### src/aps_sqrt.sv
// Bit-serial integer square root, one result bit per cycle.
// Depends on nothing; no shared items of aps_pkg are used.
`default_nettype none
module aps_sqrt (
  input  wire logic        clk_i,
  input  wire logic        rst_ni,
  input  wire logic        start_i,
  input  wire logic [37:0] radicand_i,
  output logic             done_o,
  output logic      [18:0] root_o
);

  logic [37:0] rad_q, rad_d;
  logic [20:0] rem_q, rem_d;
  logic [18:0] root_q, root_d;
  logic [4:0]  cnt_q, cnt_d;
  logic        run_q, run_d;
  logic        done_q, done_d;
  logic [22:0] rem2;
  logic [22:0] trial;
  logic        ge;

  // one restoring step
  always_comb begin
    rem2   = {rem_q, rad_q[37:36]};
    trial  = {2'b00, root_q, 2'b01};
    ge     = (rem2 >= trial);
    rad_d  = rad_q;
    rem_d  = rem_q;
    root_d = root_q;
    cnt_d  = cnt_q;
    run_d  = run_q;
    done_d = 1'b0;
    if (start_i) begin
      rad_d  = radicand_i;
      rem_d  = '0;
      root_d = '0;
      cnt_d  = 5'd19;
      run_d  = 1'b1;
    end else if (run_q) begin
      rad_d  = {rad_q[35:0], 2'b00};
      rem_d  = ge ? 21'(rem2 - trial) : rem2[20:0];
      root_d = {root_q[17:0], ge};
      cnt_d  = cnt_q - 5'd1;
      if (cnt_q == 5'd1) begin
        run_d  = 1'b0;
        done_d = 1'b1;
      end
    end
  end

  // hold control under reset
  always_ff @(posedge clk_i or negedge rst_ni) begin
    if (!rst_ni) begin
      run_q  <= 1'b0;
      done_q <= 1'b0;
      cnt_q  <= '0;
    end else begin
      run_q  <= run_d;
      done_q <= done_d;
      cnt_q  <= cnt_d;
    end
  end

  always_ff @(posedge clk_i) begin
    rad_q  <= rad_d;
    rem_q  <= rem_d;
    root_q <= root_d;
  end

  assign done_o = done_q;
  assign root_o = root_q;

endmodule
`default_nettype wire

### config.mk
export PLATFORM = sky130hd
export DESIGN_NAME = aps_sqrt
export DESIGN_NICKNAME = d
export VERILOG_FILES = /design/src/aps_sqrt.sv
export SDC_FILE = /design/constraint.sdc
export NUM_CORES = 1
export LEC_CHECK = 0
export ABC_AREA = 1
export BUFFER_PORTS_ARGS = -buffer_cell sky130_fd_sc_hd__buf_4
export CAP_MARGIN = 20
export CORE_MARGIN = 5
export CORE_UTILIZATION = 40
export DETAILED_ROUTE_END_ITERATION = 10
export GPL_ROUTABILITY_DRIVEN = 0
export MAX_ROUTING_LAYER = met4
export PLACE_DENSITY = 0.69
export SLEW_MARGIN = 5
export SYNTH_ARGS = -nofsm -noshare
export SYNTH_HDL_FRONTEND = slang
export SYNTH_SLANG_ARGS = --single-unit
### constraint.sdc
create_clock -name clk_i -period 2.1 [get_ports clk_i]
set_input_delay 0.21 -clock clk_i [delete_from_list [all_inputs] [get_ports clk_i]]
set_output_delay 0.21 -clock clk_i [all_outputs]
set_load 0.05 [all_outputs]
### Word level (Yosys, flattened, before mapping)

Cells that the tools add are included.

* register bits after elaboration: 85
* output and inout bits: 20
* word-level logic and storage cells: 22

* add/subtract/negate cells: 2
* magnitude comparators: 1
* eq/ne operators: 1
* muxes and demuxes: 11
* reduce and logical (&&, ||, !) cells: 1

Operator list (number)
* $mux 38: 2
* $ge 23x21->1: 1
* $mux 21: 1
* $sub 21x21->21: 1
* $mux 5: 2
* $mux 1: 6
* $eq 5x1->1 const B: 1
* $sub 5x1->5 const B: 1
* $reduce_bool 2->1: 1

### Logic depth before layout (Yosys ltp)

* depth after elaboration: 4
* gate-level depth with buffers: 16

### Worst setup path before layout

Ideal clock, no wire load.

* path type: reg-to-reg
* start point: register root_q[15] (netlist: root_o[15])
* end point: register rem_q[10]
* setup time: 0.109 ns
* data arrival time: 2.138 ns
* setup slack: -0.147 ns
* cell stages (with the launch flop): 14
* path buffers: 1
* period minus slack after synthesis: 2.247 ns
* cell sequence: dfxtp_1 -> inv_1 -> ha_1 -> nand2_1 -> inv_1 -> nand2_1 -> nand2_1 -> a21oi_1 -> nand4_4 -> buf_12 -> nand3_2 -> nand3_1 -> nand2_1 -> inv_1

* cells in the longest elaborated chain, start to end: 2

RTL lines
* start, declared: RTL line 15 `logic [18:0] root_q, root_d;`
* start signal, assigned: RTL line 68 `root_q <= root_d;`
* $ge 23x21->1: RTL line 27 `ge = (rem2 >= trial);`
* $mux 21: RTL line 42 `rem_d = ge ? 21'(rem2 - trial) : rem2[20:0];`
* end signal, assigned: RTL line 67 `rem_q <= rem_d;`
* end, declared: RTL line 14 `logic [20:0] rem_q, rem_d;`

Every way passes these cells.
A chain may end at the register's enable or synchronous reset.

### Worst setup path after layout

* start point: register root_q[2] (netlist: root_o[2])
* end point: register rem_q[15]

* cells in the longest elaborated chain, start to end: 2
* elaborated cells between the ends (all ways): 3
* those cells by class: add/sub: 1; order compare: 1; mux: 1

RTL lines (RTL line)
* $sub 21x21->21 or $ge 23x21->1 (tied branches): 42, 27
* $mux 21 (*): 42

Every way passes the cells marked *; elsewhere a longest branch is shown, timed or not.

==> flow_summary_export.csv <==
group,metric,value,unit
timing,hold_viol,0,
grt,grt_overflow,0,
logic_synthesis,yosys-top-cells-area,"edfxtp_1 (22%), nand2_1 (21%), dfxtp_1 (16%)",
grt,grt_pass1_wl,21100,um
timing,maxSlewHeadroom,55.3,%
logic_synthesis,async_flop_share,8.24,%
placement,dp.cells,992,
placement,dp_hpwl,9600,um
logic_synthesis,synthFlopType,"dfxtp_1",
clocking,clk_path_buf_depth,2,
routing,final_antenna_net_count,0,
cells_and_area,n_antenna_cell,0,
floorplan,rows,41,
clocking,clock_latency,0.36,ns
cells_and_area,fin_util,54.5,%
routing,drt_iter0_drc,311,
logic_synthesis,synth_edf_count,38,
timing,tightest_slew,0.666,ns
flow_run,cap_violations,0,
critical_path,cp_data_required_time,2.39,ns
floorplan,die_x,124,um
clocking,htreeDepth,3,
clocking,clock_sinks,85,
logic_synthesis,yosysTopAreaCell,"edfxtp_1",
logic_synthesis,synth-seq-cells,85,
logic_synthesis,synth_cells,716,
min_path,hold_path.class,"input pin to register",
logic_synthesis,avgSynthCellArea,7.20,sq um
timing,period_minus_slack,2.06,ns
power,p_leak,0.00347,uW
logic_synthesis,netlist_area,5150,sq um
timing,finalSetupViolCount,0,
critical_path,crit_fanout,9,
cells_and_area,final_nets,901,
routing,via_count,4860,
floorplan,coreArea,12600,sq um
grt,grt_pass1_vias,4547,
routing,totalWireLength,13500,um
logic_synthesis,seq_area_frac_synth,41.1,%
floorplan,start_util,40.8,%
timing,finalWorstSetupSlack,0.0401,ns
status,outcome,"finished, final reports clean",
floorplan,ios,61,
timing,fmax,485,MHz
cells_and_area,layout-area-overhead-vs-synth,33.4,%
routing,wire_per_inst,13.4,um
power,p_per_area,1400,nW/um^2
floorplan,die_area,15300,sq um
timing,fin_crit_sh,98.1,%
cells_and_area,drive_above_1_share,27.4,%
clocking,cts_root_buf,"clkbuf_16",
clocking,cts_buffers,9,
grt,antenna_found_initial,0,
floorplan,fp.dieH,124,um
placement,pre_cts_ws,-0.0694,ns
critical_path,arrival,2.35,ns
routing,viasPerCell,4.79,
logic_synthesis,synth_top_area_share,22.1,%
grt,track_usage,18.1,%
critical_path,start_kind,"register",
power,peakVddDrop,0.000551,V
timing,slew_viol_final,0,
logic_synthesis,syn_nets,780,
routing,drcViolationCount,0,
cells_and_area,stdcell_count,1014,
logic_synthesis,synth_cell_types,38,
logic_synthesis,yosysWarnings,0,
routing,drt-pass1-iter-count,5,
clocking,clk_pin_slew,0.07,ns
grt,grt_max_degree,44,
timing,clock-skew-final,0.0110,ns
critical_path,end_kind,"register",
clocking,cts_tree,"yes",
timing,finalSetupTns,0,ns
critical_path,criticalPathCategory,"register to register",
placement,portBuffers,60,
report_power, final:
group | total, uW | switching [uW] | internal, uW
registers | 2200 | 200 | 2000
clock network | 1570 | 742 | 830
logic | 5870 | 3430 | 2440
critical path, cell delays in order, from the launching register on:
cell,delay [ns]
dfxtp_2,0.33
inv_1,0.07
ha_4,0.29
nand2_1,0.07
inv_1,0.07
nand2_1,0.10
buf_4,0.15
nor2_2,0.15
nand3_4,0.14
nand4_4,0.18
nand2_8,0.10
nor2_1,0.19
nor2_1,0.07
nor2_1,0.07
per-stage QoR:
| stage | power (uW) | hold WS (ns) | instance area [sq um] |
|---|---|---|---|
| CTS | 8840 | 0.115 | 6500 |
| finish | 9640 | 0.119 | 6880 |
| floorplan | 5850 | -0.0856 | 5180 |
| detailed placement | 7230 | 0.0263 | 6200 |
| global route | 10400 | 0.126 | 6880 |
| global placement | 7200 | 0.0261 | 6200 |
per-layer routing:
| metal | share of wire (%) | track usage [%] | vias up |
|---|---|---|---|
| met5 | 0 | - | - |
| met4 | 1.8 | 5.33 | 0 |
| met3 | 6.3 | 3.98 | 15 |
| met2 | 46 | 28.5 | 142 |
| met1 | 46 | 23.6 | 2186 |
| li1 | - | - | 2517 |
layout by cell type, fill, tap and decap left out, types with 2 or more instances in the layout:
cell type,synthesis,layout
o21ai_0,5,5
nor2_1,56,51
ha_4,0,16
nor2_2,6,7
a21oi_2,0,3
nand2_8,0,2
buf_12,1,2
xnor2_1,3,3
inv_2,2,4
dfrtp_1,7,7
dfxtp_1,40,21
o21bai_1,3,3
clkbuf_16,0,9
nand2_1,287,284
nand4_4,1,2
inv_6,0,2
nand3_2,4,6
edfxtp_1,38,38
nor3_1,4,4
clkinv_1,3,2
inv_1,94,93
nor2_4,4,8
a21oi_1,19,15
o211ai_2,2,2
clkinv_4,0,2
nand2_2,10,13
ha_2,0,2
nand4_1,21,21
o22ai_1,18,18
xor2_1,4,4
buf_4,1,125
ha_1,23,5
nand3_1,28,25
dfxtp_2,0,19
nand3b_1,6,6
worst paths after layout:
check / startpoint / to / slack (ns) / depth (start not counted)
max in group asynchronous: rst_ni / done_o / 1.80 / 2
max: root_o[2] / rem_q[15] / 0.04 / 13
min: radicand_i[0] / rad_q[0] / 0.12 / 3
max reg2reg: root_o[2] / rem_q[15] / 0.04 / 13
min in group asynchronous: rst_ni / cnt_q[3] / 0.19 / 2
min reg2reg: rem_q[1] / rem_q[1] / 0.49 / 2
Yosys cell counts (all sizes together) (6+ instances only):
master,count
nand4,22
dfxtp,40
nand3b,6
edfxtp,38
nor2,66
inv,96
o21ai,6
dfrtp,7
nand3,32
buf,12
nand2,300
a21oi,19
clkbuf,8
ha,23
o22ai,18
cell type report:
type                    instances  area (sq um)
clock buffers                   9           225
clock inverters                 7          67.6
fillers                      1211          5740
inverters                      99           372
multi-input cells             513          2860
flip-flops and latches         85          2140
well taps                     172           215
repair buffers                129          1000
registers in the layout, indices dropped and copies added (netlist names):
signal / count
cnt_q: 5
done_o: 1
rad_q: 38
rem_q: 21
root_o: 19
run_q: 1
kinds of logic (layout without fill, tap and decap cells):
group	count (synthesis)	count (layout)	share of synthesized area, %
adders and majority gates	23	23	5.58
buffers and inverters	119	244	9.91
xor gates and xnor gates	7	7	1.19
and+or+nand+nor	432	433	36.4
AOI/OAI and AO/OA	50	50	5.83
DFF	85	85	41.1
repair_timing:
action	CTS	global route
pin swaps	0	6
hold buffers	1	0
gates resized for setup	1	45
hold endpoints to repair	7	0
buffers inserted	0	4
cloned	0	1
setup endpoints to repair	15	22
Power figures use the tool's default switching activity.
