==> src/aps_pkg.sv <==
// Shared types and constants for the annealing path swap step unit.
// Depends on nothing; aps_accept and the top level import it.
`default_nettype none
package aps_pkg;

  // command codes of an input word
  localparam logic [1:0] CMD_LOAD_XY   = 2'd0;
  localparam logic [1:0] CMD_LOAD_TOUR = 2'd1;
  localparam logic [1:0] CMD_MOVE      = 2'd2;
  localparam logic [1:0] CMD_START     = 2'd3;

  // status codes of a result word
  localparam logic [1:0] STAT_OK       = 2'd0;
  localparam logic [1:0] STAT_BAD_MOVE = 2'd1;
  localparam logic [1:0] STAT_FINISHED = 2'd2;

  // configuration register indexes
  localparam logic [1:0] REG_COOLING   = 2'd0;
  localparam logic [1:0] REG_INIT_TEMP = 2'd1;
  localparam logic [1:0] REG_STOP_TEMP = 2'd2;
  localparam logic [1:0] REG_NODES     = 2'd3;

  // reset values of registers and state
  localparam logic [15:0] COOLING_RST   = 16'd62259;
  localparam logic [31:0] INIT_TEMP_RST = 32'd16777216;
  localparam logic [31:0] STOP_TEMP_RST = 32'd1678;
  localparam logic [4:0]  NODES_RST     = 5'd10;

  // ratio saturation (16.0 in Q.16) and number of ratio bits
  localparam int unsigned RATIO_BITS = 21;
  localparam int unsigned DIV_STEPS  = 20;

  // exp(-2^k) in Q0.32 for k = -16 .. 4 (bit k of the Q.16 ratio)
  localparam logic [31:0] EXP_NEG_POW2 [RATIO_BITS] = '{
    32'd4294901760, 32'd4294836226, 32'd4294705160, 32'd4294443040, 32'd4293918848,
    32'd4292870656, 32'd4290775039, 32'd4286586875, 32'd4278222805, 32'd4261543595,
    32'd4228380000, 32'd4162825044, 32'd4034748382, 32'd3790295335, 32'd3344923893,
    32'd2605029347, 32'd1580030169, 32'd581260615,  32'd78665070,   32'd1440801,
    32'd483
  };

  // status returned by the acceptance unit
  typedef struct packed {
    logic done;
    logic accept;
  } aps_acc_res_t;

endpackage
`default_nettype wire

==> src/aps_accept.sv <==
// Metropolis acceptance: ratio diff/T by long division, then exp(-r) by
// a product of table constants, one multiply per cycle. Uses aps_pkg.
`default_nettype none
module aps_accept (
  input  wire logic                 clk_i,
  input  wire logic                 rst_ni,
  input  wire logic                 start_i,
  input  wire logic [31:0]          diff_i,
  input  wire logic [31:0]          temp_i,
  input  wire logic [15:0]          rand_u_i,
  output aps_pkg::aps_acc_res_t     res_o
);
  import aps_pkg::*;

  localparam logic [1:0] S_IDLE = 2'd0;
  localparam logic [1:0] S_DIV  = 2'd1;
  localparam logic [1:0] S_EXP  = 2'd2;
  localparam logic [1:0] S_FIN  = 2'd3;

  logic [1:0]  state_q, state_d;
  logic [31:0] rem_q, rem_d;
  logic [31:0] den_q, den_d;
  logic [20:0] ratio_q, ratio_d;
  logic [31:0] acc_q, acc_d;
  logic        one_q, one_d;
  logic [4:0]  cnt_q, cnt_d;
  logic [15:0] u_q, u_d;
  logic        done_d, accept_d;
  logic        done_q, accept_q;
  logic [32:0] rem2;
  logic        ge;
  logic [63:0] prod;
  logic [16:0] expq;

  always_comb begin
    rem2     = {rem_q, 1'b0};
    ge       = (rem2 >= {1'b0, den_q});
    prod     = 64'(acc_q) * 64'(EXP_NEG_POW2[cnt_q]) + 64'h8000_0000;
    expq     = one_q ? 17'h10000 : 17'((33'(acc_q) + 33'd32768) >> 16);
    state_d  = state_q;
    rem_d    = rem_q;
    den_d    = den_q;
    ratio_d  = ratio_q;
    acc_d    = acc_q;
    one_d    = one_q;
    cnt_d    = cnt_q;
    u_d      = u_q;
    done_d   = 1'b0;
    accept_d = accept_q;
    unique case (state_q)
      S_IDLE: begin
        if (start_i) begin
          den_d = temp_i;
          u_d   = rand_u_i;
          acc_d = '0;
          one_d = 1'b1;
          // ratio saturates at 16.0, also for a zero temperature
          if ({diff_i, 12'd0} >= {12'd0, temp_i}) begin
            ratio_d = 21'h100000;
            cnt_d   = '0;
            state_d = S_EXP;
          end else begin
            rem_d   = diff_i << 12;
            ratio_d = '0;
            cnt_d   = 5'(DIV_STEPS);
            state_d = S_DIV;
          end
        end
      end
      S_DIV: begin
        rem_d   = ge ? 32'(rem2 - {1'b0, den_q}) : rem2[31:0];
        ratio_d = {ratio_q[19:0], ge};
        cnt_d   = cnt_q - 5'd1;
        if (cnt_q == 5'd1) begin
          cnt_d   = '0;
          state_d = S_EXP;
        end
      end
      S_EXP: begin
        // multiply in the constant of each set ratio bit
        if (ratio_q[cnt_q]) begin
          if (one_q) begin
            acc_d = EXP_NEG_POW2[cnt_q];
          end else begin
            acc_d = prod[63:32];
          end
          one_d = 1'b0;
        end
        cnt_d = cnt_q + 5'd1;
        if (cnt_q == 5'(RATIO_BITS - 1)) begin
          state_d = S_FIN;
        end
      end
      S_FIN: begin
        accept_d = ({1'b0, u_q} < expq);
        done_d   = 1'b1;
        state_d  = S_IDLE;
      end
      default: state_d = S_IDLE;
    endcase
  end

  always_ff @(posedge clk_i or negedge rst_ni) begin
    if (!rst_ni) begin
      state_q  <= S_IDLE;
      cnt_q    <= '0;
      done_q   <= 1'b0;
      accept_q <= 1'b0;
    end else begin
      state_q  <= state_d;
      cnt_q    <= cnt_d;
      done_q   <= done_d;
      accept_q <= accept_d;
    end
  end

  always_ff @(posedge clk_i) begin
    rem_q   <= rem_d;
    den_q   <= den_d;
    ratio_q <= ratio_d;
    acc_q   <= acc_d;
    one_q   <= one_d;
    u_q     <= u_d;
  end

  assign res_o.done   = done_q;
  assign res_o.accept = accept_q;

endmodule
`default_nettype wire

==> config.mk <==
export PLATFORM = sky130hd
export DESIGN_NAME = aps_accept
export DESIGN_NICKNAME = d
export VERILOG_FILES = /design/src/aps_pkg.sv /design/src/aps_accept.sv
export SDC_FILE = /design/constraint.sdc
export NUM_CORES = 2
export LEC_CHECK = 0
export BUFFER_PORTS_ARGS = -buffer_cell sky130_fd_sc_hd__buf_2
export CORE_MARGIN = 5
export CORE_UTILIZATION = 40
export CTS_CLUSTER_DIAMETER = 200
export CTS_CLUSTER_SIZE = 20
export DETAILED_ROUTE_END_ITERATION = 16
export PLACE_DENSITY = 0.57
export SYNTH_ARGS = -nofsm -noshare
export SYNTH_HDL_FRONTEND = slang
export SYNTH_SLANG_ARGS = --single-unit
==> constraint.sdc <==
create_clock -name clk_i -period 14.5 [get_ports clk_i]
set_input_delay 1.45 -clock clk_i [delete_from_list [all_inputs] [get_ports clk_i]]
set_output_delay 1.45 -clock clk_i [all_outputs]
set_load 0.01 [all_outputs]
# Yosys cells after proc, flatten, opt, wreduce, memory -nomap -nowiden
# Memory sizes are Yosys's and may differ from the RTL's.
# Cells that the tools add are included.
[op_classes]
n_eq_ne = 10
bitwise_logic = 1
n_mul = 1
n_mux = 29
add_sub_neg = 5
n_reduce_logical = 10
magnitude_cmp = 5
[ops]
columns = ["op", "n"]
rows = [
  ["$mux 32", 8],
  ["$pmux 32 s2", 2],
  ["$add 64x32->64 const B", 1],
  ["$mul 32x32->64", 1],
  ["$ge 44x32->1", 1],
  ["$mux 21", 2],
  ["$pmux 21 s2", 1],
  ["$add 32x16->33 const B", 1],
  ["$ge 33x32->1", 1],
  ["$sub 32x32->32", 1],
  ["$lt 16x17->1", 1],
  ["$mux 17", 1],
  ["$mux 5", 3],
  ["$pmux 5 s3", 1],
  ["$ne 2x2->1 const B", 5],
  ["$reduce_and 3->1", 3],
  ["$mux 2", 4],
  ["$pmux 2 s4", 1],
  ["$ge 6x6->1 const B", 1],
  ["$lt 5x6->1 const B", 1],
  ["$not 5->6", 1],
  ["$reduce_and 2->1", 3],
  ["$add 5x1->5 const B", 1],
  ["$bmux 1 s5", 1],
  ["10 further kinds", 15],
]
[totals]
mem_count = 1
reg_bits = 143
output_inout_bits = 2
romBits = 1024
in_bits = 83
elab_cells = 72
[memory_table]
columns = ["memory", "words", "width", "read_ports", "rd_ports_with_merged_regs", "write_ports", "line_no", "text"]
rows = [
  ["(no name shown)", 32, 32, 1, 0, 0, "aps_accept.sv:83", "acc_d = EXP_NEG_POW2[cnt_q];"],
]

# Longest topological paths before layout
[depth]
word_depth = 9
ltp_mapped = 36
depth_no_buf = 32

# Worst setup path before layout
# No wires, ideal clock.
[synth_path]
kind = "flip-flop to flip-flop"
from = "reg cnt_q[0]"
to = "reg acc_q[18] (data pin)"
stages_incl_launch_ff = 37
path_buffers = 5
synth_period_minus_slack_ps = 9051
required_ps = 14236
t_arrival_ps = 8787
setup_time_ps = 264
setup_slack_ps = 5449
path_cell_list = "dfrtp_1 > clkbuf_1 > clkbuf_1 > inv_1 > ha_1 > buf_2 > nor2_1 > a21oi_1 > a211oi_1 > a21oi_1 > buf_1 > nand2b_1 > fa_1 > fa_1 > inv_1 > fa_1 > inv_1 > fa_1 > inv_1 > fa_1 > fa_1 > fa_1 > inv_1 > fa_1 > inv_1 > ha_1 > clkbuf_1 > a21o_1 > o21bai_1 > nor2b_1 > a211o_1 > nor3_1 > a21oi_1 > a211o_1 > a311oi_1 > xor2_1 > o21ai_1"
[synth_via]
elab_chain_cells = 9
[synth_lines]
columns = ["item", "line_no", "text"]
rows = [
  ["from (decl)", "aps_accept.sv:26", "logic [4:0] cnt_q, cnt_d;"],
  ["from (signal assigned)", "aps_accept.sv:111", "cnt_q <= cnt_d;"],
  ["$not 5->6 (not written as such) *", "aps_accept.sv:38, aps_accept.sv:83", ""],
  ["$mem_v2 32x32 *", "--", ""],
  ["$mux 32 (not written as such) * (2 in a row)", "aps_accept.sv:83", ""],
  ["$mul 32x32->64", "aps_accept.sv:38", "prod = 64'(acc_q) * 64'(EXP_NEG_POW2[cnt_q]) + 64'h8000_0000;"],
  ["$add 64x32->64", "aps_accept.sv:38", ""],
  ["$mux 32 *", "aps_accept.sv:82", "if (one_q) begin"],
  ["$mux 32 *", "aps_accept.sv:81", "if (ratio_q[cnt_q]) begin"],
  ["$pmux 32 s2 *", "aps_accept.sv:50", "unique case (state_q)"],
  ["to (signal assigned)", "aps_accept.sv:121", "acc_q <= acc_d;"],
  ["to (decl)", "aps_accept.sv:24", "logic [31:0] acc_q, acc_d;"],
]
# Mark *: on every way between the ends. The rest lies on a longest branch, timed or not. The select of a mux whose other input is x is not followed.
# A chain may end at the register's enable or synchronous reset.

# Worst setup path after layout
[layout_path]
from = "reg cnt_q[1]"
to = "reg acc_q[18] (data pin)"
# The elaborated chain is that of the path after synthesis.

==> impl_metrics.xml <==
<?xml version="1.0" encoding="UTF-8"?>
<metrics>
  <group name="clock_tree">
    <metric name="total_number_of_clock_tree_sinks" unit="">143</metric>
    <metric name="cts-htree-levels" unit="">4</metric>
    <metric name="tritoncts" unit="">yes</metric>
    <metric name="cts_hold_buffers" unit="">0</metric>
    <metric name="worst_skew_pair_latency" unit="ns">0.44</metric>
    <metric name="cts-buffers-inserted" unit="">17</metric>
    <metric name="cts_resized" unit="">0</metric>
    <metric name="max-clock-path-buffers" unit="">2</metric>
    <metric name="clk_pin_slew_worst_paths" unit="ns">0.08</metric>
    <metric name="postCtsSetupBuffers" unit="">0</metric>
    <metric name="cts_root_buffer" unit="">sky130_fd_sc_hd__clkbuf_16</metric>
  </group>
  <group name="worst_setup_path">
    <metric name="crit_path_frequent_cell" unit="">sky130_fd_sc_hd__fa_1</metric>
    <metric name="path_max_fanout" unit="">19</metric>
    <metric name="timing.critical_path.slowest_stage_cell" unit="">sky130_fd_sc_hd__a22oi_2</metric>
    <metric name="start_kind" unit="">flop</metric>
    <metric name="category_of_the_critical_setup_timing_path" unit="">flop to flop</metric>
    <metric name="worst-r2r-cell-count" unit="">28</metric>
    <metric name="timing.critical_path.required" unit="ns">14.68</metric>
    <metric name="worst_ep_arrival_time" unit="ns">10.90</metric>
    <metric name="worstSetupEndpointType" unit="">flop</metric>
    <metric name="critical-path-max-stage-delay" unit="ns">1.04</metric>
  </group>
  <group name="synthesis">
    <metric name="cell_type_contributing_the_most_total_cell_area_after_synthesis" unit="">sky130_fd_sc_hd__fa_1</metric>
    <metric name="netlist_instances" unit="">4669</metric>
    <metric name="synth-edff-count" unit="">134</metric>
    <metric name="synth_top_cell_area_share" unit="%">41.62</metric>
    <metric name="ys_async_sr_fraction" unit="%">6.294</metric>
    <metric name="syn_area" unit="sq um">43140</metric>
    <metric name="mappedNetlistNets" unit="">6031</metric>
    <metric name="seq_cells_post_synth" unit="">143</metric>
    <metric name="yosysUniqueCellTypes" unit="">81</metric>
    <metric name="yosys_warnings" unit="">0</metric>
    <metric name="ys_dominant_reg_cell" unit="">sky130_fd_sc_hd__edfxtp_1</metric>
    <metric name="synth.yosys.seq_area_share" unit="%">9.849</metric>
    <metric name="avgSynthCellArea" unit="sq um">9.240</metric>
    <metric name="post_synth_main_area_contributors" unit="">sky130_fd_sc_hd__fa_1 42%, sky130_fd_sc_hd__ha_1 11%, sky130_fd_sc_hd__edfxtp_1 9.3%</metric>
  </group>
  <group name="placed_design">
    <metric name="place_hpwl" unit="microns">89930</metric>
    <metric name="numPlacedInstances" unit="">5976</metric>
    <metric name="numPortBuffers" unit="">84</metric>
    <metric name="place_congestion" unit="">0.8953</metric>
  </group>
  <group name="sta">
    <metric name="fmax" unit="GHz">0.09322</metric>
    <metric name="drv_slew" unit="">0</metric>
    <metric name="tightest_slew" unit="ns">1.407</metric>
    <metric name="final_cycle_utilization_of_the_critical_path" unit="%">73.98</metric>
    <metric name="finClkSkew" unit="ns">0.02078</metric>
    <metric name="finalCriticalPeriod" unit="ns">10.73</metric>
    <metric name="setup_viol" unit="">0</metric>
    <metric name="finalHoldViolations" unit="">0</metric>
    <metric name="max_slew_margin" unit="%">6.082</metric>
    <metric name="final.setup.tns" unit="ns">0</metric>
    <metric name="rsz0062_at_grt" unit="">false</metric>
  </group>
  <group name="drt">
    <metric name="viasPerCell" unit="">5.208</metric>
    <metric name="ant_nets" unit="">0</metric>
    <metric name="first_iter_violations" unit="">2190</metric>
    <metric name="drtPass1Iterations" unit="">6</metric>
    <metric name="wl_per_cell" unit="microns">19.97</metric>
    <metric name="via_count" unit="">31300</metric>
    <metric name="wirelength" unit="microns">120000</metric>
    <metric name="remaining_drc_errors" unit="">0</metric>
  </group>
  <group name="floorplanning">
    <metric name="chipWidth" unit="microns">338.4</metric>
    <metric name="die_height" unit="microns">338.4</metric>
    <metric name="core_region_area" unit="sq um">107100</metric>
    <metric name="pin_count" unit="">85</metric>
    <metric name="initial_core_util" unit="%">40.30</metric>
    <metric name="floorplan.die_area" unit="sq um">114500</metric>
    <metric name="site_rows" unit="">120</metric>
  </group>
  <group name="global_route">
    <metric name="grt_start_max_net_pins" unit="">49</metric>
    <metric name="grt_pass1_wl" unit="microns">193500</metric>
    <metric name="number_of_global_route_vias_before_repair" unit="">33300</metric>
    <metric name="grt_antenna_before_repair" unit="">11</metric>
    <metric name="grtUsageTotal" unit="%">21.37</metric>
    <metric name="grt_overflow_total" unit="">0</metric>
  </group>
  <group name="run_status">
    <metric name="run_status" unit="">finished, final reports clean</metric>
  </group>
  <group name="hold_path">
    <metric name="timing.hold.worst.class" unit="">flop to flop</metric>
    <metric name="worstHoldPathCells" unit="">2</metric>
  </group>
  <group name="layout">
    <metric name="filler_cell_count" unit="">10530</metric>
    <metric name="fin_nets" unit="">5954</metric>
    <metric name="fin_cells" unit="">6010</metric>
    <metric name="final_core_utilization" unit="%">42.71</metric>
    <metric name="layout-drive-gt1-share" unit="%">5.385</metric>
    <metric name="syn2layout_area_growth" unit="%">5.977</metric>
  </group>
  <group name="run">
    <metric name="drv_cap" unit="">0</metric>
  </group>
</metrics>
[area by class of cell]
cell class                      count  area [sq um]  share of cell area (%)
Sequential cell                   143          4253                   9.302
Tap cell                         1403          1755                   3.839
Inverter                          967          3630                   7.939
Clock buffer                       17         425.4                  0.9304
Multi-Input combinational cell   3305         34520                   75.51
Antenna cell                        2         5.005                 0.01095
Clock inverter                     15         153.9                  0.3366
Timing Repair Buffer              158         975.9                   2.135
[final timing paths]
check                                      from                       to  slack (ns)
min in group asynchronous                rst_ni   state_q[1]$_DFFE_PN0P_        0.87
max                        cnt_q[1]$_DFFE_PN0P_  acc_q[18]$_SDFFCE_PN0P_        3.77
min                        accept_q$_DFFE_PN0P_     accept_q$_DFFE_PN0P_        0.55
max in group asynchronous                rst_ni     cnt_q[4]$_DFFE_PN0P_       13.41
max reg2reg                cnt_q[1]$_DFFE_PN0P_  acc_q[18]$_SDFFCE_PN0P_        3.77
min reg2reg                accept_q$_DFFE_PN0P_     accept_q$_DFFE_PN0P_        0.55
[routing by layer]
layer | global-route usage (%) | part of all wire [%] | up-vias | wire length, microns
li1 | - | - | 14050 | -
met1 | 30.28 | 44 | 16170 | 53330
met2 | 35.80 | 47 | 927 | 56970
met3 | 1.918 | 5.4 | 156 | 6459
met4 | 4.991 | 2.7 | 0 | 3260
met5 | 0 | 0 | - | 0
[synthesized netlist by cell type (all sizes together), types with 8 or more instances]
library cell / instances
fa: 897
clkbuf: 236
a31oi: 19
edfxtp: 134
o21ai: 95
nor2b: 125
or3: 8
o211ai: 12
inv: 965
nor2: 109
buf: 18
nand4: 23
xor2: 28
ha: 382
nand2: 496
dfrtp: 9
xnor2: 37
and2: 567
nand2b: 41
o21a: 13
a21oi: 139
nor4: 8
mux2i: 31
o21bai: 13
and3: 24
o31ai: 9
nor3: 23
a21boi: 8
nand3: 45
a21o: 48
a211oi: 16
[state kept, by name, summed over array words and instances (netlist names)]
register and count:
rem_q 32, accept_q 1, ratio_q 21, state_q 2, acc_q 32, cnt_q 5, den_q 32, done_q 1
u_q 16, one_q 1
[placed cells by master (no fill, tap or decap), types with 18 or more instances in the layout]
master and instances:
sky130_fd_sc_hd__a21o_1 48, sky130_fd_sc_hd__a21oi_1 125, sky130_fd_sc_hd__a31oi_1 18, sky130_fd_sc_hd__and2_1 566, sky130_fd_sc_hd__and3_1 24, sky130_fd_sc_hd__buf_2 84, sky130_fd_sc_hd__buf_4 74, sky130_fd_sc_hd__edfxtp_1 134
sky130_fd_sc_hd__fa_1 897, sky130_fd_sc_hd__ha_1 381, sky130_fd_sc_hd__inv_1 963, sky130_fd_sc_hd__mux2i_1 31, sky130_fd_sc_hd__nand2_1 495, sky130_fd_sc_hd__nand2b_1 41, sky130_fd_sc_hd__nand3_1 44, sky130_fd_sc_hd__nand4_1 23
sky130_fd_sc_hd__nor2_1 106, sky130_fd_sc_hd__nor2b_1 125, sky130_fd_sc_hd__nor3_1 22, sky130_fd_sc_hd__o21ai_0 90, sky130_fd_sc_hd__xnor2_1 37, sky130_fd_sc_hd__xor2_1 28
[logic make-up (layout without fill, tap and decap cells)]
| logic type | count (synthesis) | after routing | share of synthesized area, % |
|---|---|---|---|
| other | 0 | 2 | 0 |
| xor gates and xnor gates | 65 | 65 | 1.320 |
| muxes | 41 | 41 | 1.085 |
| and+or+nand+nor | 1485 | 1485 | 17.93 |
| adders and majority gates | 1279 | 1279 | 52.70 |
| buffers and inverters | 1221 | 1157 | 10.66 |
| DFF | 143 | 143 | 9.849 |
| AOI/OAI and AO/OA | 435 | 435 | 6.459 |
[stage by stage]
step / worst slack [ns] / hold WS, ns / instance area (sq um)
CTS: 3.853 / 0.5579 / 45720
detailed placement: 3.855 / 0.5399 / 45140
floorplan: 5.449 / 0.4968 / 43140
global placement: 4.146 / 0.5334 / 45140
global route: 3.257 / 0.5863 / 45720
finish: 3.772 / 0.5540 / 45720
[critical path: cells and delay by family (launching register included)]
kind                     cells  cell delay, ns
flip-flops                   1            0.82
AO/OA/AOI/OAI                8            2.55
AND/OR/NAND/NOR              4            0.96
adder cells (fa/ha/maj)     10            5.07
buffers and inverters        5            0.87
XOR/XNOR                     1            0.18
Power is not shown: default switching activity piles up to over one toggle a cycle in this logic, so the estimate is an artifact.
