[src/aps_ram.sv]
// Generic single write port, single read port RAM with registered read data.
// Depends on nothing.
`default_nettype none
module aps_ram #(
  parameter int unsigned Width = 8,
  parameter int unsigned Depth = 16
) (
  input  wire logic                     clk_i,
  input  wire logic                     we_i,
  input  wire logic [$clog2(Depth)-1:0] waddr_i,
  input  wire logic [Width-1:0]         wdata_i,
  input  wire logic [$clog2(Depth)-1:0] raddr_i,
  output logic      [Width-1:0]         rdata_o
);

  logic [Width-1:0] mem_q [Depth];

  // write and registered read
  always_ff @(posedge clk_i) begin
    if (we_i) begin
      mem_q[waddr_i] <= wdata_i;
    end
    rdata_o <= mem_q[raddr_i];
  end

endmodule
`default_nettype wire

[config.mk]
export PLATFORM = sky130hd
export DESIGN_NAME = aps_ram
export DESIGN_NICKNAME = d
export VERILOG_FILES = /design/src/aps_ram.sv
export SDC_FILE = /design/constraint.sdc
export NUM_CORES = 1
export LEC_CHECK = 0
export ABC_AREA = 1
export BUFFER_PORTS_ARGS = -buffer_cell sky130_fd_sc_hd__buf_2
export CAP_MARGIN = 25
export CORE_ASPECT_RATIO = 0.9
export CORE_MARGIN = 2
export CORE_UTILIZATION = 26
export CTS_CLUSTER_SIZE = 30
export DETAILED_ROUTE_END_ITERATION = 8
export GPL_TIMING_DRIVEN = 0
export MAX_ROUTING_LAYER = met4
export PLACE_DENSITY = 0.5
export SETUP_SLACK_MARGIN = 0.3
export SLEW_MARGIN = 20
export SYNTH_ARGS = -nofsm -noshare
export SYNTH_HDL_FRONTEND = slang
export SYNTH_SLANG_ARGS = --single-unit
export TNS_END_PERCENT = 100
[constraint.sdc]
create_clock -name clk_i -period 1.5 [get_ports clk_i]
set_clock_uncertainty 0.15 [all_clocks]
set_input_delay 0.075 -clock clk_i [delete_from_list [all_inputs] [get_ports clk_i]]
set_output_delay 0.075 -clock clk_i [all_outputs]
set_load 0.005 [all_outputs]
# Yosys cells after proc, flatten, opt, wreduce, memory -nomap -nowiden
# Memory sizes are Yosys's and may differ from the RTL's. A register that Yosys moved wholly into a read port is not among the register bits.
# Cells that the tools add are included.
dict set report word_totals {
  reg_bits 0
  mem_bits_rw 128
  output_inout_bits 8
  in_bits 18
  latch_bits 0
  mem_count 1
  rom_bits 0
}
# memory words width rd rd_clocked_by_memory_dff write_ports line
set memory_table {}
lappend memory_table {mem_q 16 8 1 1 1 16} ;# logic [Width-1:0] mem_q [Depth];
dict set report op_classes {
  order_cmp 0
  n_mul 0
  div 0
  n_eq_ne 0
  addsub 0
  n_mux 2
  n_shift 0
  bitwise_logic 0
  n_reduce_logical 0
}
# operator n
set ops {}
lappend ops {{two-way mux 1 bit} 2}

# Depth between registers and ports, before layout
# Gate-level depths: netlist of run 1.
dict set report logic_depth {
  ltp_word 2
  depth_mapped 8
  ltp_nobuf 7
}

# Worst setup path after synthesis of run 1
# Ideal clock, no wire load.
dict set report synth_path {
  path_type {input -> register}
  start {input waddr_i[2]}
  end {memory mem_q[10][0], enable pin}
  stages 2
  arrival_ps 656
  slack_ps 324
  t_required_ps 980
  cell_sequence {nand3b_1 -> nor2_1}
}
# item line
set synth_rtl {}
lappend synth_rtl {{start: declaration} 10} ;# input wire logic [$clog2(Depth)-1:0] waddr_i,
lappend synth_rtl {{end: declaration} 16}
# No word-level cell before the write port.

# Final worst setup path of run 1
dict set report layout_path {
  start {input waddr_i[3]}
  end {memory mem_q[5][1], enable pin}
}
# No word-level cell before the write port.

==> results of run 1 <==
registers in the layout, summed over array words and instances (netlist names):
register and cells:
mem_q 128, rdata_o 8
worst paths after layout:
kind         depth (start not counted)          from  slack [ns]           to
max                                  3    waddr_i[3]        0.16  mem_q[5][1]
min                                  4    raddr_i[2]        0.02   rdata_o[5]
max reg2reg                          6   mem_q[3][4]        0.31   rdata_o[4]
min reg2reg                          6  mem_q[12][5]        0.54   rdata_o[5]
timing repair:
action | in CTS | in global routing
cloned | 0 | 0
hold buffers | 9 | 0
hold endpoints to repair | 136 | 0
resized for setup | 5 | 14
setup endpoints to repair | 72 | 54
kinds of logic (layout without fill, tap and decap cells):
group         Yosys count  in the layout  share of synthesized area [%]
simple gates          289            289                           21.0
flops                 136            136                           69.4
buf+inv               126            189                           9.52
layer usage:
metal	wire length, µm	share of wire (%)	GRT usage [%]	vias to the layer above
met3	1030	6.7	3.00	29
met5	0	0	-	-
met4	447	2.9	6.43	0
li1	-	-	-	1872
met1	7020	46	18.6	1836
met2	6760	44	19.8	163
stage by stage:
stage	hold slack (ns)	setup WS [ns]	std cells	util (%)
2_1_floorplan	0.0239	0.324	551	-
3_5_place_dp	0.304	-0.290	864	28.8
3_3_place_gp	0.305	-0.319	864	28.8
6_report	0.0157	0.156	905	32.2
5_1_grt	0.0193	0.145	905	32.2
4_1_cts	0.0180	0.154	905	31.9
cell usage in the layout, fill, tap and decap left out:
master,count
clkbuf_16,17
bufinv_16,3
buf_2,35
clkinvlp_4,3
buf_4,4
nand3b_1,2
clkinv_4,2
inv_2,3
clkinv_2,3
nand3_2,8
buf_6,6
nor2_1,8
clkinv_1,4
buf_1,1
inv_1,99
nor2_2,9
nand3_1,89
nand2_2,1
nand2_1,172
edfxtp_1,128
dfxtp_1,8
dlygate4sd3_1,9
worst max-delay path: stages:
cell      delay (ns)
buf_2           0.12
nand3b_1        0.29
nor2_1          0.74
report_power, final:
group	switching (mW)	total [mW]	leakage [nW]	internal [mW]
logic	0.425	0.608	1.44	0.183
registers	0.0197	4.27	1.22	4.25
clock network	1.58	4.16	0.279	2.58
total	2.02	9.03	2.94	7.01
cell type report:
type                            count  area [µm²]  area share, %
Multi-Input combinational cell    289        1280           18.3
Clock inverter                     15         160           2.29
Inverter                          102         383           5.48
Tap cell                          291         364           5.22
Sequential cell                   136        4000           57.3
Timing Repair Buffer               31         200           2.87
Clock buffer                       17         425           6.09
Buffer                             24         166           2.38
==> flow_metrics.py, run 1 <==
metrics = {
    "worst_setup_path": {
        "worst-setup-path-type": "in -> reg",
        "arrival_ns": 1.23,
        "start_kind": "input pin",
        "worstSetupEndpointType": "flip-flop",
        "crit_path_max_fanout": 8,
        "crit_required_ns": 1.39,
    },
    "clock_tree": {
        "clock_latency_ns": 0.42,
        "cts.clk_slew.worst_paths_ns": 0.06,
        "post_cts_buffers": 0,
        "cts_buffers": 17,
        "clock-sinks": 136,
        "cts.path.max_buffers": 2,
        "cts_root_buf": "clkbuf_16",
        "cts_max_level": 4,
        "cts_tree": "built",
    },
    "route": {
        "wl_mm": 15.3,
        "routedWlPerCell_um": 16.9,
        "drt_iter0_drc": 475,
        "route.vias.total": 3900,
        "vias_per_cell": 4.31,
        "dr.pass1.iters": 5,
        "drcViolationCount": 0,
        "postRouteAntennaNets": 0,
    },
    "final_layout": {
        "n_antenna_cell": 0,
        "fin_nets": 619,
        "syn2layout_area_growth_pct": 21.1,
        "fill_cells": 2226,
        "design_area_um2": 6980,
        "drive_gt1_share_pct": 15.3,
    },
    "worst_hold_path": {
        "min_path_type": "in -> reg",
    },
    "yosys": {
        "syn_nets": 569,
        "syn-cell-area_um2": 5770,
        "synth_top_area_share_pct": 66.7,
        "synth_cells": 551,
        "synth_area_leaders": "edfxtp_1, nand2_1, nand3_1",
        "syn_avg_cell_area_um2": 10.5,
        "ys_warn_count": 0,
        "synthTopCellsByCount": "nand2_1, edfxtp_1, inv_1, nand3_1, nor2_1",
        "synthArstFlopShare_pct": 0,
        "synth_edf_count": 128,
        "yosysTopAreaCell": "edfxtp_1",
        "synth.distinct_cells": 12,
        "synth_most_common_cell": "nand2_1",
        "synth_ff_type": "edfxtp_1",
        "ys_seq_elements": 136,
        "ys_seq_area_share_pct": 69.4,
    },
    "sta": {
        "slew-limit-headroom_pct": 41.2,
        "rsz0062_at_grt": "yes",
        "setup_violations": 0,
        "fmax_mhz": 744,
        "period_share_pct": 89.6,
        "fin_crit_ns": 1.34,
        "tns_ns": 0,
        "slew_violations": 0,
        "worstMarginPinSlew_ns": 0.879,
        "hold_violations": 0,
    },
    "global_routing": {
        "grtUsageTotal_pct": 13.8,
        "grt_pass1_wl_mm": 22.7,
        "grt_max_degree": 17,
        "grt_pass1_vias": 3660,
        "antenna_found_initial": 0,
        "grt-ovfl-total": 0,
    },
    "power": {
        "power_density_nw_per_um2": 1290,
        "leakagePower_nw": 2.94,
        "irDropWorstVdd_mv": 0.812,
        "totalPowerFinal_mw": 9.03,
    },
    "floorplan": {
        "die_x_um": 161,
        "core.rowCount": 51,
        "core-area_um2": 21700,
        "die_h_um": 145,
        "io_pins": 26,
        "initial_utilization_pct": 26.6,
        "die_area_um2": 23400,
    },
    "place": {
        "place_area_um2": 6240,
        "place_congestion": 0.835,
        "hpwl_mm": 9.74,
        "place.port_buffers": 22,
    },
    "run": {
        "maxCapViolations": 0,
    },
    "status": {
        "outcome": "finished, final reports clean",
    },
}
Note: power is estimated with default switching activity, not from simulation.
==> run 2: changes to the inputs <==
--- a/config.mk
+++ b/config.mk
@@ -10,12 +10,13 @@
 export CAP_MARGIN = 25
 export CORE_ASPECT_RATIO = 0.9
 export CORE_MARGIN = 2
-export CORE_UTILIZATION = 26
+export CORE_UTILIZATION = 55
 export CTS_CLUSTER_SIZE = 30
 export DETAILED_ROUTE_END_ITERATION = 8
 export GPL_TIMING_DRIVEN = 0
+export HOLD_SLACK_MARGIN = 0.12
 export MAX_ROUTING_LAYER = met4
-export PLACE_DENSITY = 0.5
+export PLACE_DENSITY = 0.82
 export SETUP_SLACK_MARGIN = 0.3
 export SLEW_MARGIN = 20
 export SYNTH_ARGS = -nofsm -noshare
==> run 2 against run 1 <==
Maximum frequency increased by 1.4%. Total power is 2.4% higher. Cell area decreased by 0.29%.
==> flow_metrics.py, run 2 (synthesis results as in run 1) <==
metrics = {
    "sta": {
        "fin_hold_ws_ns": 0.108,
        "slew_violations": 0,
        "hold_violations": 0,
        "period_share_pct": 88.3,
        "rsz0062_at_grt": "yes",
        "fin_crit_ns": 1.33,
        "setup_violations": 0,
        "tns_ns": 0,
        "slew-limit-headroom_pct": 40.4,
        "worstMarginPinSlew_ns": 0.890,
        "fmax_mhz": 755,
        "layout_setup_ws_ns": 0.175,
    },
    "global_routing": {
        "grt_pass1_wl_mm": 22.2,
        "grtUsageTotal_pct": 27.7,
        "antenna_found_initial": 0,
        "grt-ovfl-total": 0,
        "grt_pass1_vias": 4126,
        "grt_max_degree": 17,
    },
    "power": {
        "irDropWorstVdd_mv": 0.886,
        "power_density_nw_per_um2": 1330,
        "leakagePower_nw": 3.02,
    },
    "place": {
        "place.port_buffers": 22,
        "hpwl_mm": 8.61,
        "place_congestion": 0.943,
        "post-place-ws_ns": -0.224,
    },
    "worst_setup_path": {
        "worst-setup-path-type": "in -> reg",
        "crit_family": "simple AND/OR/NAND/NOR gates",
        "cp_num_buf_inv": 1,
        "crit_chain": "buf_2, nand3b_1, nor2_1",
        "crit_path_max_fanout": 8,
        "arrival_ns": 1.21,
        "cp.depth": 3,
        "worstSetupEndpointType": "flip-flop",
        "slowest_delay_ns": 0.74,
        "r2r_cells": 6,
        "start_kind": "input pin",
        "critPathSlowestCell": "nor2_1",
        "crit_required_ns": 1.39,
    },
    "final_layout": {
        "finish.utilization_pct": 68.2,
        "regMostFlops": "mem_q",
        "final_common_cell": "nand2_1",
        "drive_gt1_share_pct": 17.0,
        "n_antenna_cell": 0,
        "final_cell_mix": "nand2_1, edfxtp_1, inv_1, nand3_1, buf_2",
        "fin_nets": 630,
        "syn2layout_area_growth_pct": 20.7,
        "largest_reg_flops": 128,
        "reg_top3": "mem_q x128, rdata_o x8",
    },
    "route": {
        "routedWlPerCell_um": 19.4,
        "drt_iter0_drc": 554,
        "wl_mm": 14.6,
        "postRouteAntennaNets": 0,
        "dr.pass1.iters": 8,
        "vias_per_cell": 5.62,
        "route.vias.total": 4240,
        "drcViolationCount": 0,
    },
    "worst_hold_path": {
        "hold_depth": 3,
        "min_path_type": "in -> reg",
    },
    "clock_tree": {
        "cts.clk_slew.worst_paths_ns": 0.06,
        "cts_buffers": 17,
        "clock-sinks": 136,
        "cts.path.max_buffers": 2,
        "cts_max_level": 4,
        "cts_tree": "built",
        "cts_root_buf": "clkbuf_16",
        "clock_latency_ns": 0.42,
        "post_cts_buffers": 0,
    },
    "status": {
        "outcome": "finished, final reports clean",
    },
    "floorplan": {
        "io_pins": 26,
        "initial_utilization_pct": 56.5,
        "die_h_um": 101,
        "core-area_um2": 10200,
        "die_x_um": 112,
        "die_area_um2": 11300,
        "core.rowCount": 35,
    },
    "run": {
        "maxCapViolations": 0,
    },
}
run 2: cell types whose count changed in the layout (fill, tap and decap cells not counted), sizes merged:
cell	delta
buf	-1
clkbuf	+2
clkinv	-8
clkinvlp	-1
dlygate4sd3	+11
inv	+8
run 2: area by class of cell:
type	instances	area, µm²
plain buffers	24	169
inverters	102	383
fillers	675	3240
multi-input cells	289	1320
clock buffers	18	429
clock inverters	14	186
repair buffers	42	310
flip-flops and latches	136	4000
well taps	129	161
run 2: per-layer routing:
layer  track usage (%)  part of all wire, %  vias to the layer above
met2              43.7                   47                      317
li1                  -                    -                     1900
met4              13.0                  3.6                        0
met5                 -                    0                        -
met1              33.6                   38                     1963
met3              8.08                   12                       60
run 2: stage by stage:
| stage | area, µm² | total power, mW | std cells |
|---|---|---|---|
| floorplan | 5770 | 4.65 | 551 |
| global placement | 6040 | 4.86 | 702 |
| detailed placement | 6040 | 4.88 | 702 |
| CTS | 6850 | 9.20 | 753 |
| global route | 6960 | 9.48 | 754 |
| finish | 6960 | 9.25 | 754 |
run 2: power breakdown:
part	internal (mW)	leakage, nW	switching, mW
Combinational	0.206	1.50	0.427
Clock	2.66	0.295	1.68
Sequential	4.25	1.22	0.0223
run 2: path summary, 6_finish.rpt:
kind,end,from,slack [ns]
worst max-delay path,mem_q[6][6],waddr_i[3],0.17
worst max register to register,rdata_o[0],mem_q[10][0],0.34
worst min-delay path,mem_q[10][1],waddr_i[1],0.11
worst min register to register,rdata_o[2],mem_q[6][2],0.56
run 2: worst min-delay path, stage by stage:
cell and delay, ns:
buf_2 0.12, nand2_1 0.16, nor2_2 0.14
run 2: repair_timing:
action | in CTS | in global routing
hold endpoints to repair | 144 | 1
gates resized for setup | 2 | 27
pin swaps | 0 | 2
hold buffers | 19 | 1
endpoints found under the setup margin | 43 | 79
==> run 3: changes to the inputs <==
--- a/config.mk
+++ b/config.mk
@@ -11,13 +11,16 @@
 export CORE_ASPECT_RATIO = 0.9
 export CORE_MARGIN = 2
 export CORE_UTILIZATION = 55
+export CTS_BUF_LIST = sky130_fd_sc_hd__clkbuf_2 sky130_fd_sc_hd__clkbuf_4 sky130_fd_sc_hd__clkbuf_8
 export CTS_CLUSTER_SIZE = 30
 export DETAILED_ROUTE_END_ITERATION = 8
 export GPL_TIMING_DRIVEN = 0
 export HOLD_SLACK_MARGIN = 0.12
 export MAX_ROUTING_LAYER = met4
 export PLACE_DENSITY = 0.82
+export REMOVE_ABC_BUFFERS = 1
 export SETUP_SLACK_MARGIN = 0.3
+export SKIP_CTS_REPAIR_TIMING = 1
 export SLEW_MARGIN = 20
 export SYNTH_ARGS = -nofsm -noshare
 export SYNTH_HDL_FRONTEND = slang
==> run 3 against run 2 <==
The run now ends with hold timing left. Via count decreased by 7.8%. Clock power decreased by 28%. Sequential cell count unchanged. Critical endpoint is now mem_q[2][5]. Core utilization decreased by 4.3 points. Highest routed layer unchanged. Global-route usage decreased by 4.9 points. First-iteration DRC count decreased by 25%. Cell count decreased by 4.1%. Cell area decreased by 6.3%. Sequential power about the same.
==> flow_metrics.py, run 3 (synthesis results as in run 1) <==
metrics = {
    "worst_setup_path": {
        "cp.depth": 4,
        "worstSetupEndpointType": "flip-flop",
        "r2r-end": "rdata_o[5]",
        "rrSetupSlack_ns": 0.29,
        "crit_top_cell": "nor2_1",
        "arrival_ns": 1.11,
        "crit_required_ns": 1.41,
        "crit_chain": "buf_2, nor2_1, nand2_1, nor2_1",
        "crit_path_max_fanout": 8,
        "slowest_delay_ns": 0.64,
        "cp_num_buf_inv": 1,
        "reg2reg_from": "mem_q[6][5]",
        "worst-setup-path-type": "in -> reg",
        "start_kind": "input pin",
        "crit_family": "simple AND/OR/NAND/NOR gates",
        "critPathSlowestCell": "nor2_1",
        "r2r_cells": 6,
    },
    "global_routing": {
        "grtUsageTotal_pct": 22.9,
        "grt-ovfl-total": 0,
        "grt_max_degree": 65,
        "grt_pass1_wl_mm": 18.6,
        "grt_pass1_vias": 3646,
        "antenna_found_initial": 0,
    },
    "final_layout": {
        "final_cell_mix": "nand2_1, edfxtp_1, inv_1, nand3_1, buf_2",
        "syn2layout_area_growth_pct": 13.1,
        "largest_reg_flops": 128,
        "final_common_cell": "nand2_1",
        "fin_nets": 599,
        "reg_top3": "mem_q x128, rdata_o x8",
        "regMostFlops": "mem_q",
        "design_area_um2": 6530,
        "n_antenna_cell": 0,
        "finish.utilization_pct": 63.9,
        "final_cells": 723,
        "drive_gt1_share_pct": 13.6,
    },
    "power": {
        "totalPowerFinal_mw": 7.95,
        "power_density_nw_per_um2": 1220,
        "irDropWorstVdd_mv": 0.637,
        "leakagePower_nw": 2.80,
    },
    "floorplan": {
        "core.rowCount": 35,
        "die_area_um2": 11300,
        "io_pins": 26,
        "core-area_um2": 10200,
        "initial_utilization_pct": 56.5,
        "die_h_um": 101,
        "die_x_um": 112,
    },
    "sta": {
        "worstMarginPinSlew_ns": 0.780,
        "hold_violations": 8,
        "fin_crit_ns": 1.21,
        "tns_ns": 0,
        "slew_violations": 0,
        "fin_hold_ws_ns": -0.156,
        "layout_setup_ws_ns": 0.294,
        "fmax_mhz": 829,
        "slew-limit-headroom_pct": 47.8,
        "period_share_pct": 80.4,
        "rsz0062_at_grt": "yes",
        "setup_violations": 0,
    },
    "run": {
        "maxCapViolations": 0,
    },
    "clock_tree": {
        "cts_max_level": 4,
        "clock_latency_ns": 0.43,
        "clock-sinks": 136,
        "cts.path.max_buffers": 2,
        "cts_root_buf": "clkbuf_8",
        "cts_tree": "built",
        "cts_buffers": 17,
        "cts.clk_slew.worst_paths_ns": 0.08,
    },
    "place": {
        "place.port_buffers": 25,
        "dp.cells": 683,
        "hpwl_mm": 7.05,
        "place_area_um2": 5930,
        "post-place-ws_ns": -0.551,
        "place_congestion": 0.854,
    },
    "route": {
        "drcViolationCount": 0,
        "dr_wl_met3_mm": 1.37,
        "dr.pass1.iters": 5,
        "wl_mm": 12.4,
        "met2WireLength_mm": 6.13,
        "highest_layer": "met4",
        "drt_iter0_drc": 415,
        "routedWlPerCell_um": 17.1,
        "vias_per_cell": 5.41,
        "wl_met1_mm": 4.67,
        "postRouteAntennaNets": 0,
        "route.vias.total": 3908,
    },
    "status": {
        "violations": "hold timing",
        "outcome": "finished, violations left",
    },
    "worst_hold_path": {
        "hold_depth": 3,
        "min_to": "rdata_o[6]",
        "min_path_type": "in -> reg",
        "hp-start": "raddr_i[3]",
    },
}
## run 3: cell types whose count changed in the layout (fill, tap and decap cells not counted), sizes merged
cell and delta:
dlygate4sd3 -12, clkinv +6, inv -7, buf -19, clkinvlp +1
## run 3: how the worst max path moves through the flow
stage	startpoint	endpoint	slack (ns)
6_report	waddr_i[2]	mem_q[2][5]	0.29
5_1_grt	raddr_i[0]	rdata_o[5]	0.22
4_1_cts	raddr_i[0]	rdata_o[6]	-0.17
3_5_place_dp	raddr_i[0]	rdata_o[0]	-0.55
3_3_place_gp	raddr_i[0]	rdata_o[7]	-1.14
2_1_floorplan	raddr_i[0]	rdata_o[2]	0.29
## run 3: layout make-up
type | instances | area (µm²)
multi-input cells | 289 | 1290
flip-flops and latches | 136 | 4000
well taps | 129 | 161
clock inverters | 14 | 175
fillers | 757 | 3680
inverters | 102 | 390
repair buffers | 35 | 255
clock buffers | 18 | 248
## run 3: layer usage
metal | vias to the layer above | global-route usage, %
li1 | 1831 | -
met1 | 1839 | 28.7
met2 | 213 | 36.6
met3 | 25 | 6.40
met4 | 0 | 7.69
met5 | - | -
## run 3: worst min-delay path: cells and delay by family
kind	cells	cell delay [ns]
buf+inv	1	0.16
simple gates	2	0.15
## run 3: power breakdown
| group | switching [mW] | leakage, nW | internal, mW |
|---|---|---|---|
| Combinational | 0.379 | 1.37 | 0.163 |
| Clock | 1.44 | 0.205 | 1.70 |
| Sequential | 0.0227 | 1.22 | 4.24 |
| Total | 1.84 | 2.80 | 6.10 |
